File: src/hw/rtl/gfrm_pkg.sv
// shared types and constants for the grid frequency rocof monitor
package gfrm_pkg;

    localparam int SAMPLE_RATE_HZ_DEF = 16000;

    localparam int COUNT_W = 16;
    localparam int FREQ_W  = 30;
    localparam int RATE_W  = 30;
    localparam int RTHR_W  = 25;
    localparam int CIDX_W  = 2;
    localparam int DIV_W   = 32;
    localparam int DREM_W  = 31;
    localparam int STEP_W  = 6;
    localparam int PROD_W  = 2 * FREQ_W;

    // configuration register indexes
    localparam logic [CIDX_W-1:0] CFG_FREQ_THR = 2'd0;
    localparam logic [CIDX_W-1:0] CFG_RATE_THR = 2'd1;

    localparam logic [FREQ_W-1:0] FREQ_THR_RST = 30'd3244032;
    localparam logic [RTHR_W-1:0] RATE_THR_RST = 25'd655360;

    // +100 Hz/s ceiling and field floor magnitude, Q14.16
    localparam logic [RATE_W-1:0] RATE_TOP     = 30'd6553600;
    localparam logic [RATE_W-1:0] RATE_BOT_MAG = 30'h2000_0000;

    localparam logic [STEP_W-1:0] STEPS_FREQ = 6'd32;
    localparam logic [STEP_W-1:0] STEPS_HARM = 6'd31;

    // request to the shared divider
    typedef struct packed {
        logic              start;
        logic [STEP_W-1:0] steps;
        logic [DREM_W-1:0] rem_init;
        logic [DIV_W-1:0]  dividend;
        logic [DREM_W-1:0] divisor;
    } t_div_req;

    typedef struct packed {
        logic             done;
        logic [DIV_W-1:0] quot;
    } t_div_rsp;

endpackage

File: src/hw/rtl/grid_frequency_rocof_monitor.sv
// top level: period count to frequency and rate of change with stability flag
//
//  channel  | handshake                  | payload
//  ---------+----------------------------+-----------------------------------------
//  in       | i_in_valid / o_in_ready    | i_period_count
//  out      | o_out_valid / i_out_ready  | o_frequency, o_rate_of_change,
//           |                            | o_unstable, o_bad_count
//  cfg      | i_cfg_we                   | i_cfg_index, i_cfg_data
//
// a beat with a nonzero count runs the frequency divide (32 divider steps), the
// f * fprev multiply, the harmonic divide (31 steps, skipped when the sum is
// zero) and the rate multiply before the result is written; a zero count goes
// straight to the output register with the bad-count flag set.
// o_in_ready is high only while the sequencer is idle.
// the finished result waits in the output register; a stalled output holds
// the sequencer in its last state until the beat is taken.
// reset is synchronous: it clears control and the previous frequency and
// loads the default thresholds.
module grid_frequency_rocof_monitor #(
    parameter int SAMPLE_RATE_HZ = gfrm_pkg::SAMPLE_RATE_HZ_DEF
) (
    input  logic                               i_clk,
    input  logic                               i_rst_n,
    // input beat
    input  logic                               i_in_valid,
    output logic                               o_in_ready,
    input  logic [gfrm_pkg::COUNT_W-1:0]       i_period_count,
    // result beat
    output logic                               o_out_valid,
    input  logic                               i_out_ready,
    output logic [gfrm_pkg::FREQ_W-1:0]        o_frequency,
    output logic signed [gfrm_pkg::RATE_W-1:0] o_rate_of_change,
    output logic                               o_unstable,
    output logic                               o_bad_count,
    // configuration writes
    input  logic                               i_cfg_we,
    input  logic [gfrm_pkg::CIDX_W-1:0]        i_cfg_index,
    input  logic [gfrm_pkg::FREQ_W-1:0]        i_cfg_data
);

    // dividend for the frequency divide: rate shifted to Q.16
    localparam logic [gfrm_pkg::DIV_W-1:0] FREQ_NUM =
        gfrm_pkg::DIV_W'(SAMPLE_RATE_HZ) << 16;

    // sequencer states
    localparam logic [2:0] S_IDLE  = 3'd0;
    localparam logic [2:0] S_DIV_F = 3'd1;
    localparam logic [2:0] S_MUL_P = 3'd2;
    localparam logic [2:0] S_HSTRT = 3'd3;
    localparam logic [2:0] S_DIV_H = 3'd4;
    localparam logic [2:0] S_MUL_R = 3'd5;
    localparam logic [2:0] S_FIN   = 3'd6;
    localparam logic [2:0] S_BAD   = 3'd7;

    logic [2:0]                    r_state, n_state;

    // configuration
    logic [gfrm_pkg::FREQ_W-1:0]   r_fthr;
    logic [gfrm_pkg::RTHR_W-1:0]   r_rthr;

    // datapath
    logic [gfrm_pkg::FREQ_W-1:0]   r_prev;
    logic [gfrm_pkg::FREQ_W-1:0]   r_freq;
    logic [gfrm_pkg::DREM_W-1:0]   r_sum;
    logic [gfrm_pkg::FREQ_W-1:0]   r_mag;
    logic                          r_neg;
    logic [gfrm_pkg::FREQ_W-1:0]   r_harm;
    logic [gfrm_pkg::PROD_W-1:0]   r_prod;

    // result register
    logic                          r_out_valid;
    logic [gfrm_pkg::FREQ_W-1:0]   r_out_freq;
    logic [gfrm_pkg::RATE_W-1:0]   r_out_rate;
    logic                          r_out_unst;
    logic                          r_out_bad;

    gfrm_pkg::t_div_req            w_req;
    gfrm_pkg::t_div_rsp            w_rsp;

    logic                          w_in_acc;
    logic                          w_slot;
    logic [gfrm_pkg::FREQ_W-1:0]   w_fsat;
    logic [gfrm_pkg::FREQ_W-1:0]   w_mul_a;
    logic [gfrm_pkg::FREQ_W-1:0]   w_mul_b;
    logic [gfrm_pkg::PROD_W-1:0]   w_prod;
    logic [gfrm_pkg::PROD_W-17:0]  w_rmag_raw;
    logic [gfrm_pkg::RATE_W-1:0]   w_rmag;
    logic [gfrm_pkg::RATE_W-1:0]   w_rate;
    logic                          w_unst;

    assign w_in_acc = i_in_valid && o_in_ready;
    // output register free this cycle
    assign w_slot   = !r_out_valid || i_out_ready;

    // saturate the frequency quotient to 30 bits
    assign w_fsat = (w_rsp.quot[gfrm_pkg::DIV_W-1:gfrm_pkg::FREQ_W] != '0) ?
                    '1 : w_rsp.quot[gfrm_pkg::FREQ_W-1:0];

    // one shared multiplier: f * fprev, then |f - fprev| * h
    assign w_mul_a = (r_state == S_MUL_P) ? r_freq : r_mag;
    assign w_mul_b = (r_state == S_MUL_P) ? r_prev : r_harm;
    assign w_prod  = w_mul_a * w_mul_b;

    // rate magnitude after truncation and clamping
    assign w_rmag_raw = r_prod[gfrm_pkg::PROD_W-1:16];
    always_comb begin
        if (r_neg) begin
            w_rmag = (w_rmag_raw > (gfrm_pkg::PROD_W-16)'(gfrm_pkg::RATE_BOT_MAG)) ?
                     gfrm_pkg::RATE_BOT_MAG : w_rmag_raw[gfrm_pkg::RATE_W-1:0];
        end else begin
            w_rmag = (w_rmag_raw > (gfrm_pkg::PROD_W-16)'(gfrm_pkg::RATE_TOP)) ?
                     gfrm_pkg::RATE_TOP : w_rmag_raw[gfrm_pkg::RATE_W-1:0];
        end
    end
    assign w_rate = r_neg ? (~w_rmag + 1'b1) : w_rmag;
    assign w_unst = (r_freq < r_fthr) || (w_rmag > gfrm_pkg::RATE_W'(r_rthr));

    // divider requests
    always_comb begin
        w_req = '0;
        if (r_state == S_IDLE && w_in_acc && i_period_count != '0) begin
            w_req.start    = 1'b1;
            w_req.steps    = gfrm_pkg::STEPS_FREQ;
            w_req.rem_init = '0;
            w_req.dividend = FREQ_NUM;
            w_req.divisor  = gfrm_pkg::DREM_W'(i_period_count);
        end else if (r_state == S_HSTRT && r_sum != '0) begin
            // 2*f*p split: high bits preload the remainder, low bits shift in
            w_req.start    = 1'b1;
            w_req.steps    = gfrm_pkg::STEPS_HARM;
            w_req.rem_init = {1'b0, r_prod[gfrm_pkg::PROD_W-1:gfrm_pkg::FREQ_W]};
            w_req.dividend = {r_prod[gfrm_pkg::FREQ_W-1:0], 2'b00};
            w_req.divisor  = r_sum;
        end
    end

    gfrm_div u_div (
        .i_clk   (i_clk),
        .i_rst_n (i_rst_n),
        .i_req   (w_req),
        .o_rsp   (w_rsp)
    );

    // sequencer
    always_comb begin
        n_state = r_state;
        case (r_state)
            S_IDLE: begin
                if (w_in_acc) begin
                    n_state = (i_period_count == '0) ? S_BAD : S_DIV_F;
                end
            end
            S_DIV_F: begin
                if (w_rsp.done) begin
                    n_state = S_MUL_P;
                end
            end
            S_MUL_P: n_state = S_HSTRT;
            S_HSTRT: n_state = (r_sum == '0) ? S_MUL_R : S_DIV_H;
            S_DIV_H: begin
                if (w_rsp.done) begin
                    n_state = S_MUL_R;
                end
            end
            S_MUL_R: n_state = S_FIN;
            S_FIN, S_BAD: begin
                if (w_slot) begin
                    n_state = S_IDLE;
                end
            end
            default: n_state = S_IDLE;
        endcase
    end

    // control and state registers
    always_ff @(posedge i_clk) begin
        if (!i_rst_n) begin
            r_state     <= S_IDLE;
            r_out_valid <= 1'b0;
            r_fthr      <= gfrm_pkg::FREQ_THR_RST;
            r_rthr      <= gfrm_pkg::RATE_THR_RST;
            r_prev      <= '0;
        end else begin
            r_state <= n_state;
            if ((r_state == S_FIN || r_state == S_BAD) && w_slot) begin
                r_out_valid <= 1'b1;
            end else if (i_out_ready) begin
                r_out_valid <= 1'b0;
            end
            if (i_cfg_we && i_cfg_index == gfrm_pkg::CFG_FREQ_THR) begin
                r_fthr <= i_cfg_data;
            end
            if (i_cfg_we && i_cfg_index == gfrm_pkg::CFG_RATE_THR) begin
                r_rthr <= i_cfg_data[gfrm_pkg::RTHR_W-1:0];
            end
            // zero count leaves the previous frequency alone
            if (r_state == S_FIN && w_slot) begin
                r_prev <= r_freq;
            end
        end
    end

    // payload registers
    always_ff @(posedge i_clk) begin
        if (r_state == S_DIV_F && w_rsp.done) begin
            r_freq <= w_fsat;
            r_sum  <= {1'b0, w_fsat} + {1'b0, r_prev};
            r_neg  <= w_fsat < r_prev;
            r_mag  <= (w_fsat < r_prev) ? (r_prev - w_fsat) : (w_fsat - r_prev);
        end
        if (r_state == S_HSTRT && r_sum == '0) begin
            r_harm <= '0;
        end else if (r_state == S_DIV_H && w_rsp.done) begin
            // harmonic term never exceeds the larger frequency
            r_harm <= w_rsp.quot[gfrm_pkg::FREQ_W-1:0];
        end
        if (r_state == S_MUL_P || r_state == S_MUL_R) begin
            r_prod <= w_prod;
        end
        if (r_state == S_FIN && w_slot) begin
            r_out_freq <= r_freq;
            r_out_rate <= w_rate;
            r_out_unst <= w_unst;
            r_out_bad  <= 1'b0;
        end else if (r_state == S_BAD && w_slot) begin
            r_out_freq <= '0;
            r_out_rate <= '0;
            r_out_unst <= 1'b0;
            r_out_bad  <= 1'b1;
        end
    end

    assign o_in_ready       = (r_state == S_IDLE);
    assign o_out_valid      = r_out_valid;
    assign o_frequency      = r_out_freq;
    assign o_rate_of_change = r_out_rate;
    assign o_unstable       = r_out_unst;
    assign o_bad_count      = r_out_bad;

endmodule

File: src/hw/rtl/gfrm_div.sv
// shared restoring divider, one quotient bit per cycle
module gfrm_div (
    input  logic                i_clk,
    input  logic                i_rst_n,
    input  gfrm_pkg::t_div_req  i_req,
    output gfrm_pkg::t_div_rsp  o_rsp
);

    logic [gfrm_pkg::DREM_W-1:0] r_rem,  n_rem;
    logic [gfrm_pkg::DIV_W-1:0]  r_q,    n_q;
    logic [gfrm_pkg::DREM_W-1:0] r_dsr;
    logic [gfrm_pkg::STEP_W-1:0] r_cnt,  n_cnt;
    logic                        r_busy, n_busy;
    logic                        r_done, n_done;

    logic [gfrm_pkg::DIV_W-1:0]  w_shift;
    logic [gfrm_pkg::DIV_W-1:0]  w_diff;
    logic                        w_ge;

    assign w_shift = {r_rem, r_q[gfrm_pkg::DIV_W-1]};
    assign w_ge    = w_shift >= {1'b0, r_dsr};
    assign w_diff  = w_shift - {1'b0, r_dsr};

    always_comb begin
        n_rem  = r_rem;
        n_q    = r_q;
        n_cnt  = r_cnt;
        n_busy = r_busy;
        n_done = 1'b0;
        if (i_req.start) begin
            n_rem  = i_req.rem_init;
            n_q    = i_req.dividend;
            n_cnt  = i_req.steps;
            n_busy = 1'b1;
        end else if (r_busy) begin
            // remainder stays below the divisor, so the top bit drops
            n_rem = w_ge ? w_diff[gfrm_pkg::DREM_W-1:0] : w_shift[gfrm_pkg::DREM_W-1:0];
            n_q   = {r_q[gfrm_pkg::DIV_W-2:0], w_ge};
            n_cnt = r_cnt - 1'b1;
            if (r_cnt == gfrm_pkg::STEP_W'(1)) begin
                n_busy = 1'b0;
                n_done = 1'b1;
            end
        end
    end

    always_ff @(posedge i_clk) begin
        if (!i_rst_n) begin
            r_busy <= 1'b0;
            r_done <= 1'b0;
            r_cnt  <= '0;
        end else begin
            r_busy <= n_busy;
            r_done <= n_done;
            r_cnt  <= n_cnt;
        end
    end

    always_ff @(posedge i_clk) begin
        r_rem <= n_rem;
        r_q   <= n_q;
        if (i_req.start) begin
            r_dsr <= i_req.divisor;
        end
    end

    assign o_rsp.done = r_done;
    assign o_rsp.quot = r_q;

endmodule

File: config.mk
export PLATFORM = sky130hd
export DESIGN_NAME = grid_frequency_rocof_monitor
export DESIGN_NICKNAME = d
export VERILOG_FILES = /design/src/hw/rtl/gfrm_pkg.sv /design/src/hw/rtl/grid_frequency_rocof_monitor.sv /design/src/hw/rtl/gfrm_div.sv
export SDC_FILE = /design/constraint.sdc
export NUM_CORES = 2
export LEC_CHECK = 0
export BUFFER_PORTS_ARGS = -buffer_cell sky130_fd_sc_hd__buf_2
export CAP_MARGIN = 5
export CORE_MARGIN = 2
export CORE_UTILIZATION = 45
export CTS_BUF_LIST = sky130_fd_sc_hd__clkbuf_4 sky130_fd_sc_hd__clkbuf_8 sky130_fd_sc_hd__clkbuf_16
export DETAILED_ROUTE_END_ITERATION = 16
export PLACE_DENSITY = 0.66
export SYNTH_ARGS = -nofsm -noshare
export SYNTH_HDL_FRONTEND = slang
export SYNTH_SLANG_ARGS = --single-unit
File: constraint.sdc
create_clock -name i_clk -period 12.35 [get_ports i_clk]
set_input_delay 0.6175 -clock i_clk [delete_from_list [all_inputs] [get_ports i_clk]]
set_output_delay 0.6175 -clock i_clk [all_outputs]
set_load 0.02 [all_outputs]
Word-level counts from Yosys, hierarchy flattened
Cells that the tools add are included.
Widths: inputs -> output; s select.
{ "totals": {"register_bits": 435, "output_inout_bits": 64, "word_cells": 118} }
{ "classes": {"add_sub_neg": 6, "n_mul": 1, "magnitude_cmp": 6, "eq_ne": 13, "muxes": 35, "n_bitwise": 4, "n_reduce_logical": 31} }
{ "op_table": {"columns": ["op", "n"], "rows": [
  ["$mux 30", 11],
  ["$mux 101", 2],
  ["$mux 31", 3],
  ["$mux 32", 2],
  ["$lt 30x30->1", 2],
  ["$mul 30x30->60", 1],
  ["$sub 30x30->30", 2],
  ["$gt 44x23->1 const B", 1],
  ["$gt 44x30->1 const B", 1],
  ["$ge 32x31->1", 1],
  ["$add 30x30->31", 1],
  ["$logic_not 31->1", 1],
  ["$reduce_bool 31->1", 1],
  ["$sub 31x31->31", 1],
  ["$add 30x1->30 const B", 1],
  ["$gt 30x25->1", 1],
  ["$not 30->30", 1],
  ["$pmux 3 s7", 1],
  ["$logic_not 16->1", 1],
  ["$reduce_bool 16->1", 1],
  ["$mux 3", 5],
  ["$eq 3x3->1 const B", 4],
  ["$logic_and 1x1->1", 12],
  ["$mux 6", 2],
  ["other kinds (17)", 37]
]} }

Logic depth before layout (Yosys ltp)
{ "logic_depth": {"ltp_word": 7, "mapped_depth": 36, "ltp_nobuf": 31} }

Modules after synthesis
A second synthesis with hierarchy kept.
{ "unflattened": {"hier_cells": 5857, "area_unflattened_um2": 54109.4} }
{ "modules_own_cells": {"columns": ["module", "instances", "cells_each", "area_per_inst_um2", "seq_area_each_um2"], "rows": [
  ["grid_frequency_rocof_monitor", 1, 5291, 47988.5, 8768.4],
  ["gfrm_div", 1, 566, 6120.9, 2982.9]
]} }

Worst setup path before layout
No wires, ideal clock.
{ "synth_path": {"path_type": "reg2reg", "start": "register r_state[1]", "end": "register r_prod[43] (netlist bit), data pin", "t_arrival_ns": 8.430, "required_ns": 12.088, "path_slack_ns": 3.658, "path_stages_with_launch": 35, "synth_period_minus_slack_ns": 8.692, "path_cell_list": "dfxtp_1 buf_2 inv_1 nor3_1 buf_2 buf_2 mux2i_1 clkbuf_1 nor2_1 fa_1 fa_1 fa_1 inv_1 fa_1 inv_1 fa_1 inv_1 fa_1 inv_1 fa_1 inv_1 fa_1 inv_1 ha_1 clkbuf_1 and3_1 a41oi_1 o221ai_1 a31oi_1 o2111ai_1 o211ai_1 nor3_1 a2111oi_4 o21bai_1 xor2_1"} }
{ "synth_via": {"elab_chain_len": 3, "word_cells_on_any_way": 4, "classes_between": "1 x mul; 1 x eq/ne; 2 x mux"} }
{ "synth_lines": {"columns": ["item", "line", "text"], "rows": [
  ["start, declared", "grid_frequency_rocof_monitor.sv:55", "logic [2:0] r_state, n_state;"],
  ["start signal, assigned", "grid_frequency_rocof_monitor.sv:184", "r_state <= n_state;"],
  ["$eq 3x2->1 (*)", "grid_frequency_rocof_monitor.sv:100, grid_frequency_rocof_monitor.sv:101", null],
  ["$mux 30 (on tied branches)", "grid_frequency_rocof_monitor.sv:100, grid_frequency_rocof_monitor.sv:101", null],
  ["$mul 30x30->60 (*)", "grid_frequency_rocof_monitor.sv:102", "assign w_prod = w_mul_a * w_mul_b;"],
  ["named net w_prod (one bit)", "grid_frequency_rocof_monitor.sv:85", "logic [gfrm_pkg::PROD_W-1:0] w_prod;"],
  ["end signal, assigned", "grid_frequency_rocof_monitor.sv:218", "r_prod <= w_prod;"],
  ["end, declared", "grid_frequency_rocof_monitor.sv:68", "logic [gfrm_pkg::PROD_W-1:0] r_prod;"]
]} }
Mark *: on every way through the listed nets, which the timed path passes. The rest lies on a longest branch.
A chain may end at the register's enable or synchronous reset.

Worst setup path after layout
{ "layout_path": {"start": "register r_state[1]", "end": "register r_prod[53] (netlist bit), data pin"} }
Same word-level chain as after synthesis.

==> results.md <==
* Status: finished, final reports clean
* Final critical-path share of the clock period at 0.877
* Setup crit start: r_state[1]
* Post-Synthesis Cell Area at 0.0539 mm^2
* Vias in the first global route at 43300
* Slew margin rel. at 0.0954
* Die boundary width at 350 um
* Class of the most critical setup path: reg -> reg
* Main flop type after synthesis: sky130_fd_sc_hd__edfxtp_1
* Via count of the routed design at 42600
* GR Util All Layers at 0.304
* Final hold vios at 0
* Crit path largest cell delay at 0.87 ns
* Number of enable flip-flop cells after synthesis at 306
* Inserted Clock Buffers at 49
* Min cycle time layout at 10.83 ns
* Highest achievable clock rate at 0.0923 GHz
* Final clock skew at 0.0304 ns
* Placed Cells at 7440
* Area of the multi-input gates at 0.0375 mm^2
* FP Rows at 126
* Depth of the most critical reg-to-reg path at 29
* Switching Fraction at 0.403
* Slack of the critical path at 1.52 ns
* Number of hold buffers added after cts at 0
* Library cell with the largest summed area after synthesis: sky130_fd_sc_hd__fa_1
* Wire length after detailed routing at 186 mm
* Antenna violations before repair at 7
* Aggregate global routing overflow at 0
* Deepest level of the CTS H-tree at 2
* Worst supply voltage drop on vdd at 0.109 mV
* Number of clock sinks at 434
* Required time worst endpoint at 12.69 ns
* First-pass GRT wire length at 275 mm
* Switching pwr at 2.44 mW
* Buffer cell driving the clock tree root: sky130_fd_sc_hd__clkbuf_16
* Number of synthesized register bits at 434
* Proportion of power drawn by flip-flops and latches at 0.342
* RSZ-0062 raised after global routing: false
* WL per Instance at 24.7 um
* Clock-pin slew of the registers on the worst-case setup and hold paths at 0.06 ns
* Most common cell after layout, fill and taps aside: sky130_fd_sc_hd__inv_1
* Leading cell types by total area after synthesis: sky130_fd_sc_hd__fa_1 29%, sky130_fd_sc_hd__edfxtp_1 17%, sky130_fd_sc_hd__ha_1 9.9%
* Clock tree from TritonCTS: built
* Layout Cells excl Fill at 7534
* Setup_tns at 0 ns
* Area of the placeable core at 0.118 mm^2
* Initial core utilization at 0.455
* Startpoint type of the worst setup path: flip-flop
* Launching point of the worst reg2reg path: r_state[1]
* Total of fill cells in the finished design at 11100
* Pin count of the biggest net entering global routing at 100
* Portion of synthesized cell area occupied by the leading cell type at 0.291
* Arrival time of data at the critical path endpoint at 11.17 ns
* Avg Synthesized Cell Area at 9.13 um^2
* Area overhead of the layout relative to synthesis at 7.69%
* Length of the first detailed-routing pass in iterations at 5
* PortBufs at 116
* Most repeated library cell on the critical path: sky130_fd_sc_hd__fa_1
* Remaining DRCs at 0
* Final GP Congestion at 0.971
* Total of warnings raised by yosys at 0
* Post-DP HPWL at 143 mm
* # Post-CTS Setup Buffers at 0
* Count of final setup violators at 0
* Post-Syn Nets at 7164
* FF-to-FF setup slack at 1.52 ns
* PostCTS Resize Cnt at 0
* Max-slew violation count at 0
* Commonest cells after routing, fill and taps aside: 1015 x sky130_fd_sc_hd__inv_1, 784 x sky130_fd_sc_hd__fa_1, 744 x sky130_fd_sc_hd__nor2_1, 719 x sky130_fd_sc_hd__nand2_1, 425 x sky130_fd_sc_hd__ha_1
* Vertical die dimension at 350 um
* Drt via density at 5.65
* Critical path capture point type: flip-flop
* Distinct cell type count after synthesis at 96
* Seq/Total Area, Yosys at 0.218
* Register area at 0.0118 mm^2
* Part of the power in the clock network at 0.253
* Total leakage power at 27.0 nW
* Async SR Flop Fraction at 0
* Iteration-0 DRC Markers at 3832
* Power per cell area at 104 mW/mm^2
* Maximum clock insertion buffer count at 3
* Critical path endpoint: r_prod[53]
* Total Nets Final at 7153
* Reported max-cap violation count at 0
* Number of top-level pins at 117
* Pin slew with the least headroom to its limit at 1.33 ns
* Number of routed nets with antenna violations at 0
* Share of post-route cells with drive strength above 1 at 0.0777
* Latest clock arrival within the worst-skew pair at 0.62 ns
* Internal power at 3.62 mW
* Worst path slowest cell: sky130_fd_sc_hd__mux2i_2
* Setup slack after placement at 1.86 ns
* Area of the die at 0.123 mm^2
* Combinational share of power at 0.405
* Post-Syn Instances at 5902
* Top fanout value on the critical path at 99
* Classification of the worst-slack hold path: in -> reg
* R2r endpoint: r_prod[53]
[power groups by stage]
stage                     clock (mW)  sequential [mW]  combinational (mW)
final                           1.53             2.07                2.45
after global routing            1.60             2.08                2.66
after CTS                       1.54             2.06                2.40
after detailed placement           0             2.09                2.38
after global placement             0             2.09                2.37
after floorplan                    0             1.97                1.72
[worst min-delay path by stage]
stage | startpoint | end | slack [ns] | cells after the start
4_1_cts | i_cfg_data[16] | r_fthr[16] | 0.25 | 3
6_report | i_cfg_data[7] | r_rthr[7] | 0.28 | 3
5_1_grt | i_cfg_data[7] | r_rthr[7] | 0.28 | 3
3_3_place_gp | r_harm[8] | r_harm[8] | 0.45 | 2
2_1_floorplan | r_harm[12] | r_harm[12] | 0.44 | 2
3_5_place_dp | r_harm[15] | r_harm[15] | 0.46 | 2
[logic make-up after synthesis]
family | Yosys count | share of synthesized area
compound gates | 829 | 0.102
xor+xnor | 163 | 0.0265
fa+ha+maj | 1209 | 0.390
buf+inv | 1284 | 0.0907
flops | 434 | 0.218
mux | 136 | 0.0267
simple gates | 1847 | 0.146
[synthesized netlist by cell type, drive strengths merged, types with 48 or more instances]
master / number
inv: 1019
fa: 784
nor2: 747
nand2: 720
ha: 425
edfxtp: 306
a21oi: 230
clkbuf: 213
o21ai: 178
dfxtp: 128
xnor2: 119
and2: 82
a21o: 79
mux2i: 76
o21a: 61
mux2: 60
a21boi: 58
buf: 50
nor3: 48
[through the flow]
step / hold slack, ns / utilization / instance area (um^2) / total power [mW]
2_1_floorplan: 0.436 / - / 53900 / 3.69
3_3_place_gp: 0.453 / 0.476 / 56300 / 4.46
3_5_place_dp: 0.460 / 0.476 / 56300 / 4.47
4_1_cts: 0.254 / 0.490 / 58000 / 6.01
5_1_grt: 0.276 / 0.490 / 58000 / 6.33
6_report: 0.276 / 0.490 / 58000 / 6.05
[cell type report]
cell class              instances  area share
well taps                    1600      0.0345
repair buffers                201      0.0212
diodes                          2   0.0000862
multi-input cells            4184       0.647
flip-flops and latches        434       0.202
inverters                    1021      0.0660
clock buffers                  65      0.0238
clock inverters                27     0.00511
[flip-flops by register name, summed over array words and instances, names as in the netlist, 3 cells and up]
name / count
r_harm: 30
u_div.r_cnt: 6
u_div.r_dsr: 31
r_prev: 30
r_sum: 31
r_prod: 60
u_div.r_q: 32
r_mag: 29
r_freq: 30
u_div.r_rem: 31
o_frequency: 30
r_state: 3
r_fthr: 30
r_rthr: 25
o_rate_of_change: 30
[worst max-delay path, delay by kind of cell, from the launching register on]
family / cells / cell delay, ns
AOI/OAI and AO/OA: 4 / 0.99
xor gates and xnor gates: 1 / 0.14
adders and majority gates: 9 / 4.20
buffers and inverters: 8 / 1.66
DFF: 1 / 0.54
muxes: 1 / 0.87
and+or+nand+nor: 6 / 1.90
[metal layers]
metal  vias to the layer above  track usage  routed length, um
met5                         -            0                 12
met4                         2        0.131               9200
met3                       450       0.0690              18100
met2                      2121        0.485              84300
met1                     21300        0.397              74000
li1                      18700            -                  -
(Power assumes the default switching activity.)
